`config.mk`:
```
export PLATFORM = sky130hd
export DESIGN_NAME = lru_key_value_cache_top
export DESIGN_NICKNAME = d
export VERILOG_FILES = /design/src/sv/lkvc_pkg.sv /design/src/sv/lkvc_cell.sv /design/src/sv/lru_key_value_cache_top.sv
export SDC_FILE = /design/constraint.sdc
export NUM_CORES = 1
export LEC_CHECK = 0
export ABC_AREA = 0
export BUFFER_PORTS_ARGS = -buffer_cell sky130_fd_sc_hd__buf_2
export CORE_UTILIZATION = 56
export DETAILED_ROUTE_END_ITERATION = 12
export HOLD_SLACK_MARGIN = 0.15
export PLACE_DENSITY = 0.76
export SYNTH_ARGS = -nofsm -noshare
export SYNTH_HDL_FRONTEND = slang
export SYNTH_SLANG_ARGS = --single-unit
```
`constraint.sdc`:
```
create_clock -name clk_i -period 3.2 [get_ports clk_i]
set_clock_uncertainty 0.2 [all_clocks]
set_input_delay 0.64 -clock clk_i [delete_from_list [all_inputs] [get_ports clk_i]]
set_output_delay 0.64 -clock clk_i [all_outputs]
set_load 0.005 [all_outputs]
```
`src/sv/lkvc_pkg.sv`:
```
`timescale 1ns / 1ps
// ----------------------------------------------------------------------------
// lkvc_pkg
// shared types for the lru key/value cache: update commands and scan flags
// ----------------------------------------------------------------------------
package lkvc_pkg;

  // update broadcast to every cell at the end of a scan
  typedef enum logic [2:0] {
    UPD_NONE          = 3'd0,
    UPD_PROMOTE       = 3'd1,  // access hit: make target most recent
    UPD_WRITE_PROMOTE = 3'd2,  // add hit: new value, most recent
    UPD_FILL          = 3'd3,  // add miss into an empty slot
    UPD_REPLACE       = 3'd4   // add miss over the lru victim
  } upd_e;

  // flags carried along the cell chain with the scan token
  typedef struct packed {
    logic found;    // a slot in use holds the key
    logic empty;    // an empty slot in use was seen
    logic vic_set;  // a victim candidate was taken
  } scan_flags_t;

endpackage

```
`src/sv/lkvc_cell.sv`:
```
`timescale 1ns / 1ps
// ----------------------------------------------------------------------------
// lkvc_cell
// one cache slot: holds key, value, valid and recency rank, adds its view to
// the scan record passing by and applies the broadcast update
// ----------------------------------------------------------------------------
module lkvc_cell import lkvc_pkg::*; #(
  parameter int unsigned IDX        = 0,
  parameter int unsigned MAX_SLOTS  = 16,
  parameter int unsigned KEY_BITS   = 16,
  parameter int unsigned VALUE_BITS = 16,
  localparam int unsigned AW = $clog2(MAX_SLOTS),
  localparam int unsigned CW = $clog2(MAX_SLOTS + 1)
) (
  input  logic                  clk_i,
  input  logic                  rst_ni,
  input  logic [CW-1:0]         cap_i,
  input  logic [KEY_BITS-1:0]   key_i,
  // update broadcast
  input  upd_e                  cmd_kind_i,
  input  logic [AW-1:0]         cmd_tgt_i,
  input  logic [AW-1:0]         cmd_age_i,
  input  logic [VALUE_BITS-1:0] cmd_value_i,
  // scan record from the previous cell
  input  logic                  tok_i,
  input  scan_flags_t           flags_i,
  input  logic [AW-1:0]         fidx_i,
  input  logic [AW-1:0]         fage_i,
  input  logic [VALUE_BITS-1:0] fval_i,
  input  logic [AW-1:0]         eidx_i,
  input  logic [AW-1:0]         vidx_i,
  input  logic [AW-1:0]         vage_i,
  // scan record to the next cell
  output logic                  tok_o,
  output scan_flags_t           flags_o,
  output logic [AW-1:0]         fidx_o,
  output logic [AW-1:0]         fage_o,
  output logic [VALUE_BITS-1:0] fval_o,
  output logic [AW-1:0]         eidx_o,
  output logic [AW-1:0]         vidx_o,
  output logic [AW-1:0]         vage_o
);

  localparam logic [AW-1:0] MY_IDX  = AW'(IDX);
  localparam logic [CW-1:0] MY_POS  = CW'(IDX);
  localparam logic [AW-1:0] AGE_MAX = AW'(MAX_SLOTS - 1);

  logic                  valid_q, valid_d;
  logic [KEY_BITS-1:0]   key_q, key_d;
  logic [VALUE_BITS-1:0] val_q, val_d;
  logic [AW-1:0]         age_q, age_d;

  logic                  tok_q;
  scan_flags_t           flags_q, flags_d;
  logic [AW-1:0]         fidx_q, fidx_d, fage_q, fage_d;
  logic [VALUE_BITS-1:0] fval_q, fval_d;
  logic [AW-1:0]         eidx_q, eidx_d, vidx_q, vidx_d, vage_q, vage_d;

  logic in_use;
  logic is_tgt;

  assign in_use = MY_POS < cap_i;
  assign is_tgt = cmd_tgt_i == MY_IDX;

  // scan: later cells override, so the highest match / empty slot wins;
  // victim moves only on a strictly larger rank
  always_comb begin
    flags_d = flags_i;
    fidx_d  = fidx_i;
    fage_d  = fage_i;
    fval_d  = fval_i;
    eidx_d  = eidx_i;
    vidx_d  = vidx_i;
    vage_d  = vage_i;
    if (in_use) begin
      if (valid_q && key_q == key_i) begin
        flags_d.found = 1'b1;
        fidx_d        = MY_IDX;
        fage_d        = age_q;
        fval_d        = val_q;
      end
      if (!valid_q) begin
        flags_d.empty = 1'b1;
        eidx_d        = MY_IDX;
      end
      if (!flags_i.vic_set || age_q > vage_i) begin
        flags_d.vic_set = 1'b1;
        vidx_d          = MY_IDX;
        vage_d          = age_q;
      end
    end
  end

  // update
  always_comb begin
    valid_d = valid_q;
    key_d   = key_q;
    val_d   = val_q;
    age_d   = age_q;
    case (cmd_kind_i) inside
      UPD_PROMOTE, UPD_WRITE_PROMOTE, UPD_REPLACE: begin
        if (is_tgt) begin
          age_d = '0;
          if (cmd_kind_i != UPD_PROMOTE) val_d = cmd_value_i;
          if (cmd_kind_i == UPD_REPLACE) key_d = key_i;
        end else if (valid_q && age_q < cmd_age_i) begin
          age_d = age_q + 1'b1;
        end
      end
      UPD_FILL: begin
        if (is_tgt) begin
          valid_d = 1'b1;
          key_d   = key_i;
          val_d   = cmd_value_i;
          age_d   = '0;
        end else if (valid_q && age_q != AGE_MAX) begin
          age_d = age_q + 1'b1;
        end
      end
      default: ;
    endcase
  end

  always_ff @(posedge clk_i or negedge rst_ni) begin
    if (!rst_ni) begin
      valid_q <= 1'b0;
      tok_q   <= 1'b0;
    end else begin
      valid_q <= valid_d;
      tok_q   <= tok_i;
    end
  end

  always_ff @(posedge clk_i) begin
    key_q   <= key_d;
    val_q   <= val_d;
    age_q   <= age_d;
    flags_q <= flags_d;
    fidx_q  <= fidx_d;
    fage_q  <= fage_d;
    fval_q  <= fval_d;
    eidx_q  <= eidx_d;
    vidx_q  <= vidx_d;
    vage_q  <= vage_d;
  end

  assign tok_o   = tok_q;
  assign flags_o = flags_q;
  assign fidx_o  = fidx_q;
  assign fage_o  = fage_q;
  assign fval_o  = fval_q;
  assign eidx_o  = eidx_q;
  assign vidx_o  = vidx_q;
  assign vage_o  = vage_q;

endmodule

```
`src/sv/lru_key_value_cache_top.sv`:
```
`timescale 1ns / 1ps
// ----------------------------------------------------------------------------
// lru_key_value_cache_top
// fully associative key/value cache with least-recently-used replacement
// ----------------------------------------------------------------------------
// An item is either an add (operation 0: store value under key) or an access
// (operation 1: look up key, one result with hit and data). Adds give no
// result. The slots form a chain of cells; an accepted item launches a scan
// token that walks the chain one cell per cycle, collecting the matching
// slot, the highest empty slot and the lru victim. When the token leaves the
// last cell the update is broadcast to all cells in that same cycle. An item
// is therefore not taken until the token of the previous one has left the
// chain and, for an access, its result has found room in the output register;
// that result then waits there while the next item is taken.
// slots_in_use (address 0) limits the slots searched and replaced; 0 acts
// as 1 and values above MAX_SLOTS as MAX_SLOTS. No clearing pass: valid bits
// reset with the block.
// ----------------------------------------------------------------------------
module lru_key_value_cache_top import lkvc_pkg::*; #(
  parameter int unsigned MAX_SLOTS  = 16,
  parameter int unsigned KEY_BITS   = 16,
  parameter int unsigned VALUE_BITS = 16
) (
  input  logic                  clk_i,
  input  logic                  rst_ni,
  // configuration
  input  logic                  psel,
  input  logic                  penable,
  input  logic                  pwrite,
  input  logic [1:0]            paddr,
  input  logic [31:0]           pwdata,
  output logic [31:0]           prdata,
  output logic                  pready,
  // request channel
  input  logic                  in_valid_i,
  output logic                  in_ready_o,
  input  logic                  operation_i,
  input  logic [KEY_BITS-1:0]   key_i,
  input  logic [VALUE_BITS-1:0] value_i,
  // result channel
  output logic                  out_valid_o,
  input  logic                  out_ready_i,
  output logic                  hit_o,
  output logic [VALUE_BITS-1:0] data_o
);

  localparam int unsigned AW = $clog2(MAX_SLOTS);
  localparam int unsigned CW = $clog2(MAX_SLOTS + 1);

  localparam logic       OP_ADD     = 1'b0;
  localparam logic       OP_ACCESS  = 1'b1;
  localparam logic [1:0] ADDR_SLOTS = 2'd0;
  localparam logic [4:0] SLOTS_RST  = 5'd16;

  typedef enum logic [2:0] {
    ST_IDLE  = 3'b001,
    ST_SCAN  = 3'b010,
    ST_STALL = 3'b100
  } state_e;

  state_e state_q, state_d;

  logic [4:0]            slots_q;
  logic [CW-1:0]         cap;
  logic                  cfg_wr;

  logic                  req_op_q;
  logic [KEY_BITS-1:0]   req_key_q;
  logic [VALUE_BITS-1:0] req_val_q;
  logic                  start_q;

  logic                  out_valid_q;
  logic                  hit_q;
  logic [VALUE_BITS-1:0] data_q;
  logic                  pend_hit_q;
  logic [VALUE_BITS-1:0] pend_data_q;

  logic                  in_xfer;
  logic                  out_free;
  logic                  done;
  logic                  res_hit;
  logic [VALUE_BITS-1:0] res_data;

  upd_e                  cmd_kind;
  logic [AW-1:0]         cmd_tgt;
  logic [AW-1:0]         cmd_age;

  // scan record between cells; index 0 is the seed
  logic                  tok   [MAX_SLOTS+1];
  scan_flags_t           flags [MAX_SLOTS+1];
  logic [AW-1:0]         fidx  [MAX_SLOTS+1];
  logic [AW-1:0]         fage  [MAX_SLOTS+1];
  logic [VALUE_BITS-1:0] fval  [MAX_SLOTS+1];
  logic [AW-1:0]         eidx  [MAX_SLOTS+1];
  logic [AW-1:0]         vidx  [MAX_SLOTS+1];
  logic [AW-1:0]         vage  [MAX_SLOTS+1];
  logic [MAX_SLOTS:0]    tok_vec;

  // configuration port
  assign pready = 1'b1;
  assign prdata = 32'(slots_q);
  assign cfg_wr = psel && penable && pwrite && pready;

  always_ff @(posedge clk_i or negedge rst_ni) begin
    if (!rst_ni) begin
      slots_q <= SLOTS_RST;
    end else if (cfg_wr && paddr == ADDR_SLOTS) begin
      slots_q <= pwdata[4:0];
    end
  end

  // effective capacity
  always_comb begin
    if (slots_q == 5'd0) begin
      cap = CW'(1);
    end else if (32'(slots_q) > MAX_SLOTS) begin
      cap = CW'(MAX_SLOTS);
    end else begin
      cap = CW'(slots_q);
    end
  end

  // chain seed
  assign tok[0]   = start_q;
  assign flags[0] = '0;
  assign fidx[0]  = '0;
  assign fage[0]  = '0;
  assign fval[0]  = '0;
  assign eidx[0]  = '0;
  assign vidx[0]  = '0;
  assign vage[0]  = '0;

  for (genvar g = 0; g < MAX_SLOTS; g++) begin : g_cell
    lkvc_cell #(
      .IDX        (g),
      .MAX_SLOTS  (MAX_SLOTS),
      .KEY_BITS   (KEY_BITS),
      .VALUE_BITS (VALUE_BITS)
    ) u_cell (
      .clk_i       (clk_i),
      .rst_ni      (rst_ni),
      .cap_i       (cap),
      .key_i       (req_key_q),
      .cmd_kind_i  (cmd_kind),
      .cmd_tgt_i   (cmd_tgt),
      .cmd_age_i   (cmd_age),
      .cmd_value_i (req_val_q),
      .tok_i       (tok[g]),
      .flags_i     (flags[g]),
      .fidx_i      (fidx[g]),
      .fage_i      (fage[g]),
      .fval_i      (fval[g]),
      .eidx_i      (eidx[g]),
      .vidx_i      (vidx[g]),
      .vage_i      (vage[g]),
      .tok_o       (tok[g+1]),
      .flags_o     (flags[g+1]),
      .fidx_o      (fidx[g+1]),
      .fage_o      (fage[g+1]),
      .fval_o      (fval[g+1]),
      .eidx_o      (eidx[g+1]),
      .vidx_o      (vidx[g+1]),
      .vage_o      (vage[g+1])
    );
  end

  for (genvar g = 0; g <= MAX_SLOTS; g++) begin : g_tok
    assign tok_vec[g] = tok[g];
  end

  // token has left the last cell: scan record complete
  assign done = tok[MAX_SLOTS];

  // choose the update from the finished scan record
  always_comb begin
    cmd_kind = UPD_NONE;
    cmd_tgt  = '0;
    cmd_age  = '0;
    if (done) begin
      if (flags[MAX_SLOTS].found) begin
        cmd_kind = (req_op_q == OP_ACCESS) ? UPD_PROMOTE : UPD_WRITE_PROMOTE;
        cmd_tgt  = fidx[MAX_SLOTS];
        cmd_age  = fage[MAX_SLOTS];
      end else if (req_op_q == OP_ADD) begin
        if (flags[MAX_SLOTS].empty) begin
          cmd_kind = UPD_FILL;
          cmd_tgt  = eidx[MAX_SLOTS];
        end else begin
          // all slots in use are valid here, so the victim rank is real
          cmd_kind = UPD_REPLACE;
          cmd_tgt  = vidx[MAX_SLOTS];
          cmd_age  = vage[MAX_SLOTS];
        end
      end
    end
  end

  // miss returns zero data
  assign res_hit  = flags[MAX_SLOTS].found;
  assign res_data = res_hit ? fval[MAX_SLOTS] : '0;

  assign in_ready_o = state_q == ST_IDLE;
  assign in_xfer    = in_valid_i && in_ready_o;
  assign out_free   = !out_valid_q || out_ready_i;

  always_comb begin
    state_d = state_q;
    unique case (state_q)
      ST_IDLE: begin
        if (in_xfer) state_d = ST_SCAN;
      end
      ST_SCAN: begin
        if (done) begin
          if (req_op_q == OP_ACCESS && !out_free) begin
            state_d = ST_STALL;
          end else begin
            state_d = ST_IDLE;
          end
        end
      end
      ST_STALL: begin
        if (out_free) state_d = ST_IDLE;
      end
      default: state_d = ST_IDLE;
    endcase
  end

  always_ff @(posedge clk_i or negedge rst_ni) begin
    if (!rst_ni) begin
      state_q     <= ST_IDLE;
      start_q     <= 1'b0;
      out_valid_q <= 1'b0;
    end else begin
      state_q <= state_d;
      start_q <= in_xfer;
      if (state_q == ST_SCAN && done && req_op_q == OP_ACCESS && out_free) begin
        out_valid_q <= 1'b1;
      end else if (state_q == ST_STALL && out_free) begin
        out_valid_q <= 1'b1;
      end else if (out_ready_i) begin
        out_valid_q <= 1'b0;
      end
    end
  end

  // request and result payload
  always_ff @(posedge clk_i) begin
    if (in_xfer) begin
      req_op_q  <= operation_i;
      req_key_q <= key_i;
      req_val_q <= value_i;
    end
    if (state_q == ST_SCAN && done) begin
      pend_hit_q  <= res_hit;
      pend_data_q <= res_data;
      if (out_free) begin
        hit_q  <= res_hit;
        data_q <= res_data;
      end
    end else if (state_q == ST_STALL && out_free) begin
      hit_q  <= pend_hit_q;
      data_q <= pend_data_q;
    end
  end

  assign out_valid_o = out_valid_q;
  assign hit_o       = hit_q;
  assign data_o      = data_q;

  // at most one scan token in flight along the chain
  assert property (@(posedge clk_i) disable iff (!rst_ni) $onehot0(tok_vec))
    else $error("more than one scan token in the cell chain");

  // no token left in the chain once the block is ready again
  assert property (@(posedge clk_i) disable iff (!rst_ni)
    (state_q == ST_IDLE) |-> (tok_vec == '0))
    else $error("scan token alive while idle");

  // a pending result only waits behind a full output register
  assert property (@(posedge clk_i) disable iff (!rst_ni)
    (state_q == ST_STALL) |-> out_valid_q)
    else $error("stall with empty output register");

  // an accepted item launches exactly one scan
  assert property (@(posedge clk_i) disable iff (!rst_ni)
    in_xfer |=> (start_q && state_q == ST_SCAN))
    else $error("accepted item did not start a scan");

endmodule

```
======== Yosys cells after proc, flatten, opt, wreduce, memory -nomap -nowiden ========
Index checks and enable logic that the tools add are counted.
storage, ports and cells
  input port bits ......................... 74
  word-level logic and storage cells ...... 1049
  register bits after elaboration ......... 1296
  output and inout port bits .............. 52
cells by class
  add/subtract/negate cells ............... 16
  equality and inequality tests ........... 77
  magnitude comparators ................... 48
  reductions and logical operators ........ 180
  mux-type cells .......................... 496
  bitwise logic cells ..................... 1
operators with widths
  operator                                                                 number
  16-bit two-way mux                                                       164
  4-bit two-way mux                                                        248
  16-bit == test                                                           16
  3-bit AND reduction                                                      65
  3-bit two-way mux                                                        23
  4-bit by 1-bit adder with 4-bit output, second input constant            16
  4-bit < comparator                                                       16
  4-bit inequality test, second input constant                             16
  4-bit > comparator                                                       15
  1-bit logical AND                                                        57
  1-bit two-way mux                                                        57
  3-bit by 1-bit inequality test with 1-bit output, second input constant  17
  3-bit nonzero test                                                       17
  4-bit by 5-bit < comparator with 1-bit output, first input constant      8
  4-bit == test, second input constant                                     8
  3-bit by 5-bit < comparator with 1-bit output, first input constant      4
  1-bit zero test                                                          17
  4-bit by 3-bit == test with 1-bit output, second input constant          4
  1-bit logical OR                                                         16
  1-bit by 5-bit < comparator with 1-bit output, first input constant      2
  2-bit by 5-bit < comparator with 1-bit output, first input constant      2
  5-bit two-way mux                                                        2
  3-bit by 2-bit == test with 1-bit output, second input constant          3
  3-bit case mux with 3 select lines                                       1
  15 further kinds                                                         24

======== Logic depth before layout (Yosys ltp) ========
  depth in word-level cells ............... 9
  mapped depth ............................ 11
  depth with buffers taken out ............ 9

======== By module ========
From an unflattened synthesis, not the netlist that was laid out.
second synthesis, totals
  cells, all modules ...................... 3340
  area, all modules ....................... 50154.4 um2
modules (own cells, without submodules)
  module                         cells an instance  times used  seq. area each (um2)  area an instance (um2)
  lru_key_value_cache_top        206                1           2264.7                3304.4
  lkvc_cell (g_cell[7].u_cell)   220                1           1911.8                2987.9
  lkvc_cell (g_cell[15].u_cell)  218                1           1911.8                2969.1
  lkvc_cell (g_cell[9].u_cell)   193                1           1911.8                2961.6
  lkvc_cell (g_cell[12].u_cell)  194                1           1911.8                2949.1
  lkvc_cell (g_cell[2].u_cell)   192                1           1911.8                2939.1
  lkvc_cell (g_cell[6].u_cell)   192                1           1911.8                2931.6
  lkvc_cell (g_cell[14].u_cell)  192                1           1911.8                2930.3
  lkvc_cell (g_cell[10].u_cell)  193                1           1911.8                2929.1
  lkvc_cell (g_cell[5].u_cell)   192                1           1911.8                2921.6
  lkvc_cell (g_cell[0].u_cell)   193                1           1911.8                2919.0
  lkvc_cell (g_cell[1].u_cell)   192                1           1911.8                2916.5
  lkvc_cell (g_cell[13].u_cell)  192                1           1911.8                2915.3
  lkvc_cell (g_cell[8].u_cell)   193                1           1911.8                2910.3
  +3 rows                        --                 --          --                    --

======== Least setup slack after synthesis ========
Ideal clock, no wire load.
  path type ............................... reg-to-reg
  start point ............................. register req_op_q
  end point ............................... register g_cell[7].u_cell.val_q[0] (enable)
  required time ........................... 2.591 ns
  cell stages (with the launch flop) ...... 7
  arrival ................................. 2.779 ns
  setup slack ............................. -0.188 ns
  buffers on the path ..................... 2
  path through ............................ edfxtp_1 -> nor4bb_1 -> clkbuf_1 -> and2_1 -> o211ai_1 -> clkbuf_1 -> nor3_1
on the way
  cells in the longest elaborated chain, start to end .. 7
ends and longest elaborated chain
  element                                                                                                  line                                                            text
  from (decl)                                                                                              lru_key_value_cache_top.sv:67                                   logic req_op_q;
  from (signal assigned)                                                                                   lru_key_value_cache_top.sv:249                                  req_op_q <= operation_i;
  3-bit two-way mux / 2-bit two-way mux (equally long branches)                                            lru_key_value_cache_top.sv:184, lru_key_value_cache_top.sv:181
  3-bit two-way mux                                                                                        lru_key_value_cache_top.sv:180                                  if (flags[MAX_SLOTS].found) begin
  3-bit two-way mux                                                                                        lru_key_value_cache_top.sv:179                                  if (done) begin
  3-bit == test (no line), or another cell as far along                                                    --
  3-bit OR reduction                                                                                       lkvc_cell.sv:100                                                case (cmd_kind_i) inside
  2-bit by 1-bit inequality test with 1-bit output (no line) / 2-bit nonzero test (equally long branches)  --
  3-bit AND reduction (no line) *                                                                          --
  to (signal assigned)                                                                                     lkvc_cell.sv:136                                                val_q <= val_d;
  to (decl)                                                                                                lkvc_cell.sv:50                                                 logic [VALUE_BITS-1:0] val_q, val_d;
Mark *: on every way between the ends. The rest lies on a longest branch, timed or not.
A chain may end at the register's enable or synchronous reset.

======== Worst setup path after layout ========
  start point ............................. register req_op_q
  end point ............................... register g_cell[11].u_cell.age_q[0] (enable)
on the way
  cells in the longest elaborated chain, start to end .. 7
ends and longest elaborated chain
  element                                                                                   line                                text
  4-bit two-way mux, or another cell as far along                                           lru_key_value_cache_top.sv:184      end else if (req_op_q == OP_ADD) begin
  4-bit two-way mux / 3-bit two-way mux (equally long branches)                             lru_key_value_cache_top.sv:180
  4-bit two-way mux / 3-bit two-way mux (equally long branches)                             lru_key_value_cache_top.sv:179
  4-bit < comparator, or another cell as far along                                          lkvc_cell.sv:106                    end else if (valid_q && age_q < cmd_age_i) begin
  1-bit logical AND / 3-bit OR reduction (equally long branches)                            lkvc_cell.sv:106, lkvc_cell.sv:100
  3-bit by 1-bit inequality test with 1-bit output (no line), or another cell as far along  --
  3-bit AND reduction (no line) *                                                           --
  to (signal assigned)                                                                      lkvc_cell.sv:137                    age_q <= age_d;
  to (decl)                                                                                 lkvc_cell.sv:51                     logic [AW-1:0] age_q, age_d;
Marked as above.

==> key figures <==
Flow run
  – # Max-Cap Violations: 0

STA
  – Final Max Slew Viols: 0
  – Fmax: 323 MHz
  – Slew margin rel.: 0.529
  – Final setup viols: 0
  – Setup slack after layout: roughly 110 ps
  – Final hold vios: 0
  – Slew @ Worst Pin: 702 ps
  – Post-layout min period: 3090 ps
  – Tcrit/Tclk final: 0.966

Global routing
  – First-pass GRT wire length: about 150 mm
  – Antenna violations before repair: 0
  – Vias in the first global route: ~26000
  – GR Overflow Total: 0
  – Largest net degree at the start of global routing: 35
  – Gr usage total: 0.227

Worst setup path
  – R2R Setup Slk: around 110 ps
  – Reg-to-reg endpoint: g_cell[11].u_cell.age_q[0]$_SDFFCE_PP0P_
  – RR Startpoint: req_op_q$_DFFE_PP_
  – Crit-path max cell delay: between 400 and 500 ps
  – Crit path DAT: between 3000 and 4000 ps
  – Crit path cell chain: nor2_1 > nand2_1 > o21ai_0 > nand2_2 > buf_4 > ha_1 > a21o_1 > a21oi_1 > nand4b_1 > a31oi_1
  – WS Path Type: register to register
  – CP Launch Type: register
  – Crit path max-delay family: compound AO/OA/AOI/OAI gates
  – Slowest CP cell: a31oi_1
  – Worst Path Required: ~3400 ps
  – FF-to-FF path depth: 10
  – Worst Path Max Fanout: 8
  – WP buf/inv: 1
  – Worst setup EP type: register

Power
  – NetSw: 9.78 mW
  – PD cells: about 730 nW/um^2
  – Int Pwr: 29.1 mW
  – Leakage Power: a little over 20 nW
  – Clock power share: 0.363
  – Flop pwr share: 0.507
  – Combinational Power Share: 0.130
  – Sw Ratio: 0.252
  – VDD IR max: 492 uV

Route
  – Vias per inst: approximately 5.5
  – 1st-pass router iterations: 5
  – Wl on met1: slightly below 40 mm
  – DRC: 0
  – Met2 wire len: ~45 mm
  – Via total after detailed routing: ~25000
  – DR iter-0 viols: about 1800
  – Final wirelength: 93.3 mm
  – Drt wl/cell: between 20 and 25 um
  – Final ANT Viol Nets: 0
  – Wire length on met3: 5.29 mm
  – Top Metal Used: met4

Layout
  – Nets@finish: around 3600
  – Most frequent cells in the layout: 643 x edfxtp_1, 578 x dfxtp_1, 332 x mux2_2, 151 x xnor2_1, 137 x xor2_1
  – Layout cells sized above 1: 0.240
  – Area added between synthesis and finish: 15.0%
  – Commonest non-fill, non-tap cell in the layout: edfxtp_1
  – Fin util: 0.655
  – Inserted Diodes: 0
  – Fillers: about 5600

Floorplanning
  – Starting density of the core: 0.569
  – DIE HEIGHT: around 290 um
  – Die area: ~84000 um^2
  – IO Count: approximately 130
  – Site row count: about 100
  – CORE AREA: between 80000 and 90000 um^2
  – DIE WIDTH: 289 um

Min path
  – Min-delay worst type: register to register
  – Hold worst-path end: g_cell[9].u_cell.tok_o$_DFF_PN0_
  – Hold Startpoint: g_cell[8].u_cell.tok_o$_DFF_PN0_
  – Hold depth: 0

Place
  – # port buffers: 70
  – DP Wirelength: 62.2 mm
  – Post-Place Setup Slack: around 100 ps
  – Final GP Congestion: just over 0.9

Logic synthesis
  – Xor and xnor area share after synthesis: 0.0546
  – Largest family of logic cells by synthesized area: multiplexers
  – Number of synthesized flops with an enable pin: between 600 and 700
  – Simple-gate share of the synthesized area: 0.0788
  – Asr flop ratio synth: 0.0333
  – Synthesized flop and latch total: 1263
  – Yosys warning total: 0
  – Synth Instances: 3096
  – Avg Inst Size Synth: between 10 and 15 um^2
  – Mux cell area share after synthesis: 0.0952
  – Post-synthesis sequential area ratio: 0.692
  – Unique masters post-synth: 60
  – Mapped Area: around 46000 um^2
  – Adder-Cell Fraction of Synth Area: 0.0336
  – Synth Flop Type: edfxtp_1
  – Synth Area in Compound Gates: 0.0259

Clocking
  – Clock Tree Root: clkbuf_16
  – CTS Buf Count: approximately 120
  – Clock Sinks: 1263
  – TritonCTS clock tree: done
  – Clock latency on the worst-skew pair: 710 ps
  – Clock slew at reported path FFs: roughly 60 ps
  – H-tree Lvls: 3
  – Longest Clk Path Bufs: 3

Outcome
  – Status: finished, final reports clean
-- synthesized netlist by cell type (all sizes together) (40+ instances only) --
| master | n | area share |
|---|---|---|
| edfxtp | 643 | 0.42 |
| dfxtp | 578 | 0.25 |
| mux2 | 385 | 0.095 |
| xnor2 | 151 | 0.029 |
| xor2 | 137 | 0.026 |
| ha | 124 | 0.034 |
| nor2 | 122 | 0.0099 |
| and2 | 90 | 0.012 |
| nand2b | 83 | 0.011 |
| inv | 74 | 0.0060 |
| nand3 | 67 | 0.0073 |
| buf | 65 | 0.0089 |
| clkbuf | 62 | 0.0050 |
| nand4 | 55 | 0.0075 |
| or2 | 48 | 0.0065 |
| nand2 | 47 | 0.0038 |
| dfrtp | 40 | 0.022 |
-- cell families after synthesis --
group,after synthesis
other,2
AOI/OAI and AO/OA,177
adders and majority gates,124
muxes,385
xor gates and xnor gates,288
DFF,1263
buffers and inverters,201
and+or+nand+nor,656
-- per-layer routing --
metal | track usage | vias to the layer above
li1 | - | 11600
met3 | 0.0335 | 210
met2 | 0.380 | 764
met4 | 0.0834 | 0
met5 | 0 | -
met1 | 0.302 | 12300
-- repair_timing --
action	CTS	global route
hold endpoints to repair	85	0
gates resized for setup	0	5
buffers inserted	0	0
endpoints found under the setup margin	0	96
hold buffers	42	0
-- power by group through the flow --
| stage | logic, mW | clock network, mW | registers (mW) |
|---|---|---|---|
| after CTS | 5.08 | 14.3 | 19.7 |
| final | 5.07 | 14.1 | 19.7 |
| after global placement | 4.72 | 0 | 19.9 |
| after global routing | 5.58 | 15.0 | 19.8 |
| after detailed placement | 4.98 | 0 | 20.0 |
| after floorplan | 3.29 | 0 | 19.6 |
-- sequential cells by signal, summed over array words and instances, names as in the netlist, 3 cells and up --
register and cells:
g_cell.u_cell.tok_o 16, req_val_q 16, g_cell.u_cell.fval_o 256, g_cell.u_cell.age_q 64
g_cell.u_cell.flags_o 47, g_cell.u_cell.fage_o 64, g_cell.u_cell.key_q 256, g_cell.u_cell.valid_q 16
g_cell.u_cell.vidx_o 49, state_q 3, slots_q 5, g_cell.u_cell.val_q 256
g_cell.u_cell.fidx_o 49, g_cell.u_cell.eidx_o 49, req_key_q 16, data_o 16
pend_data_q 16, g_cell.u_cell.vage_o 64
-- stage by stage --
step	power [mW]	hold WS, ps	instances	instance area (um^2)	setup TNS (ps)
5_1_grt	40.4	159	4536	53100	-1.67
3_3_place_gp	24.7	137	4266	48600	0
6_report	38.8	144	4536	53100	0
2_1_floorplan	22.9	131	3123	46300	-20530
4_1_cts	39.1	150	4536	53100	0
3_5_place_dp	25.0	136	4266	48600	0
-- layout make-up --
| type | count | area (um^2) | area share |
|---|---|---|---|
| Clock inverter | 60 | 581 | 0.0109 |
| Sequential cell | 1263 | 31900 | 0.602 |
| Tap cell | 1060 | 1330 | 0.0250 |
| Clock buffer | 168 | 3480 | 0.0656 |
| Multi-Input combinational cell | 1659 | 13500 | 0.255 |
| Timing Repair Buffer | 252 | 1930 | 0.0364 |
| Inverter | 74 | 278 | 0.00523 |
-- how the worst max path moves through the flow --
stage / from / end / slack, ps / depth (start not counted)
CTS: req_op_q$_DFFE_PP_ / g_cell[8].u_cell.age_q[0]$_SDFFCE_PP0P_ / 20 / 10
finish: req_op_q$_DFFE_PP_ / g_cell[11].u_cell.age_q[0]$_SDFFCE_PP0P_ / 110 / 10
detailed placement: req_op_q$_DFFE_PP_ / g_cell[10].u_cell.age_q[3]$_SDFFCE_PP0P_ / 100 / 10
global route: req_op_q$_DFFE_PP_ / g_cell[14].u_cell.age_q[3]$_SDFFCE_PP0P_ / -0.9 / 10
global placement: req_op_q$_DFFE_PP_ / g_cell[10].u_cell.key_q[8]$_DFFE_PP_ / 220 / 6
floorplan: g_cell[15].u_cell.flags_o[1]$_DFF_P_ / g_cell[0].u_cell.key_q[0]$_DFFE_PP_ / -160 / 5
Power figures use the tool's default switching activity.
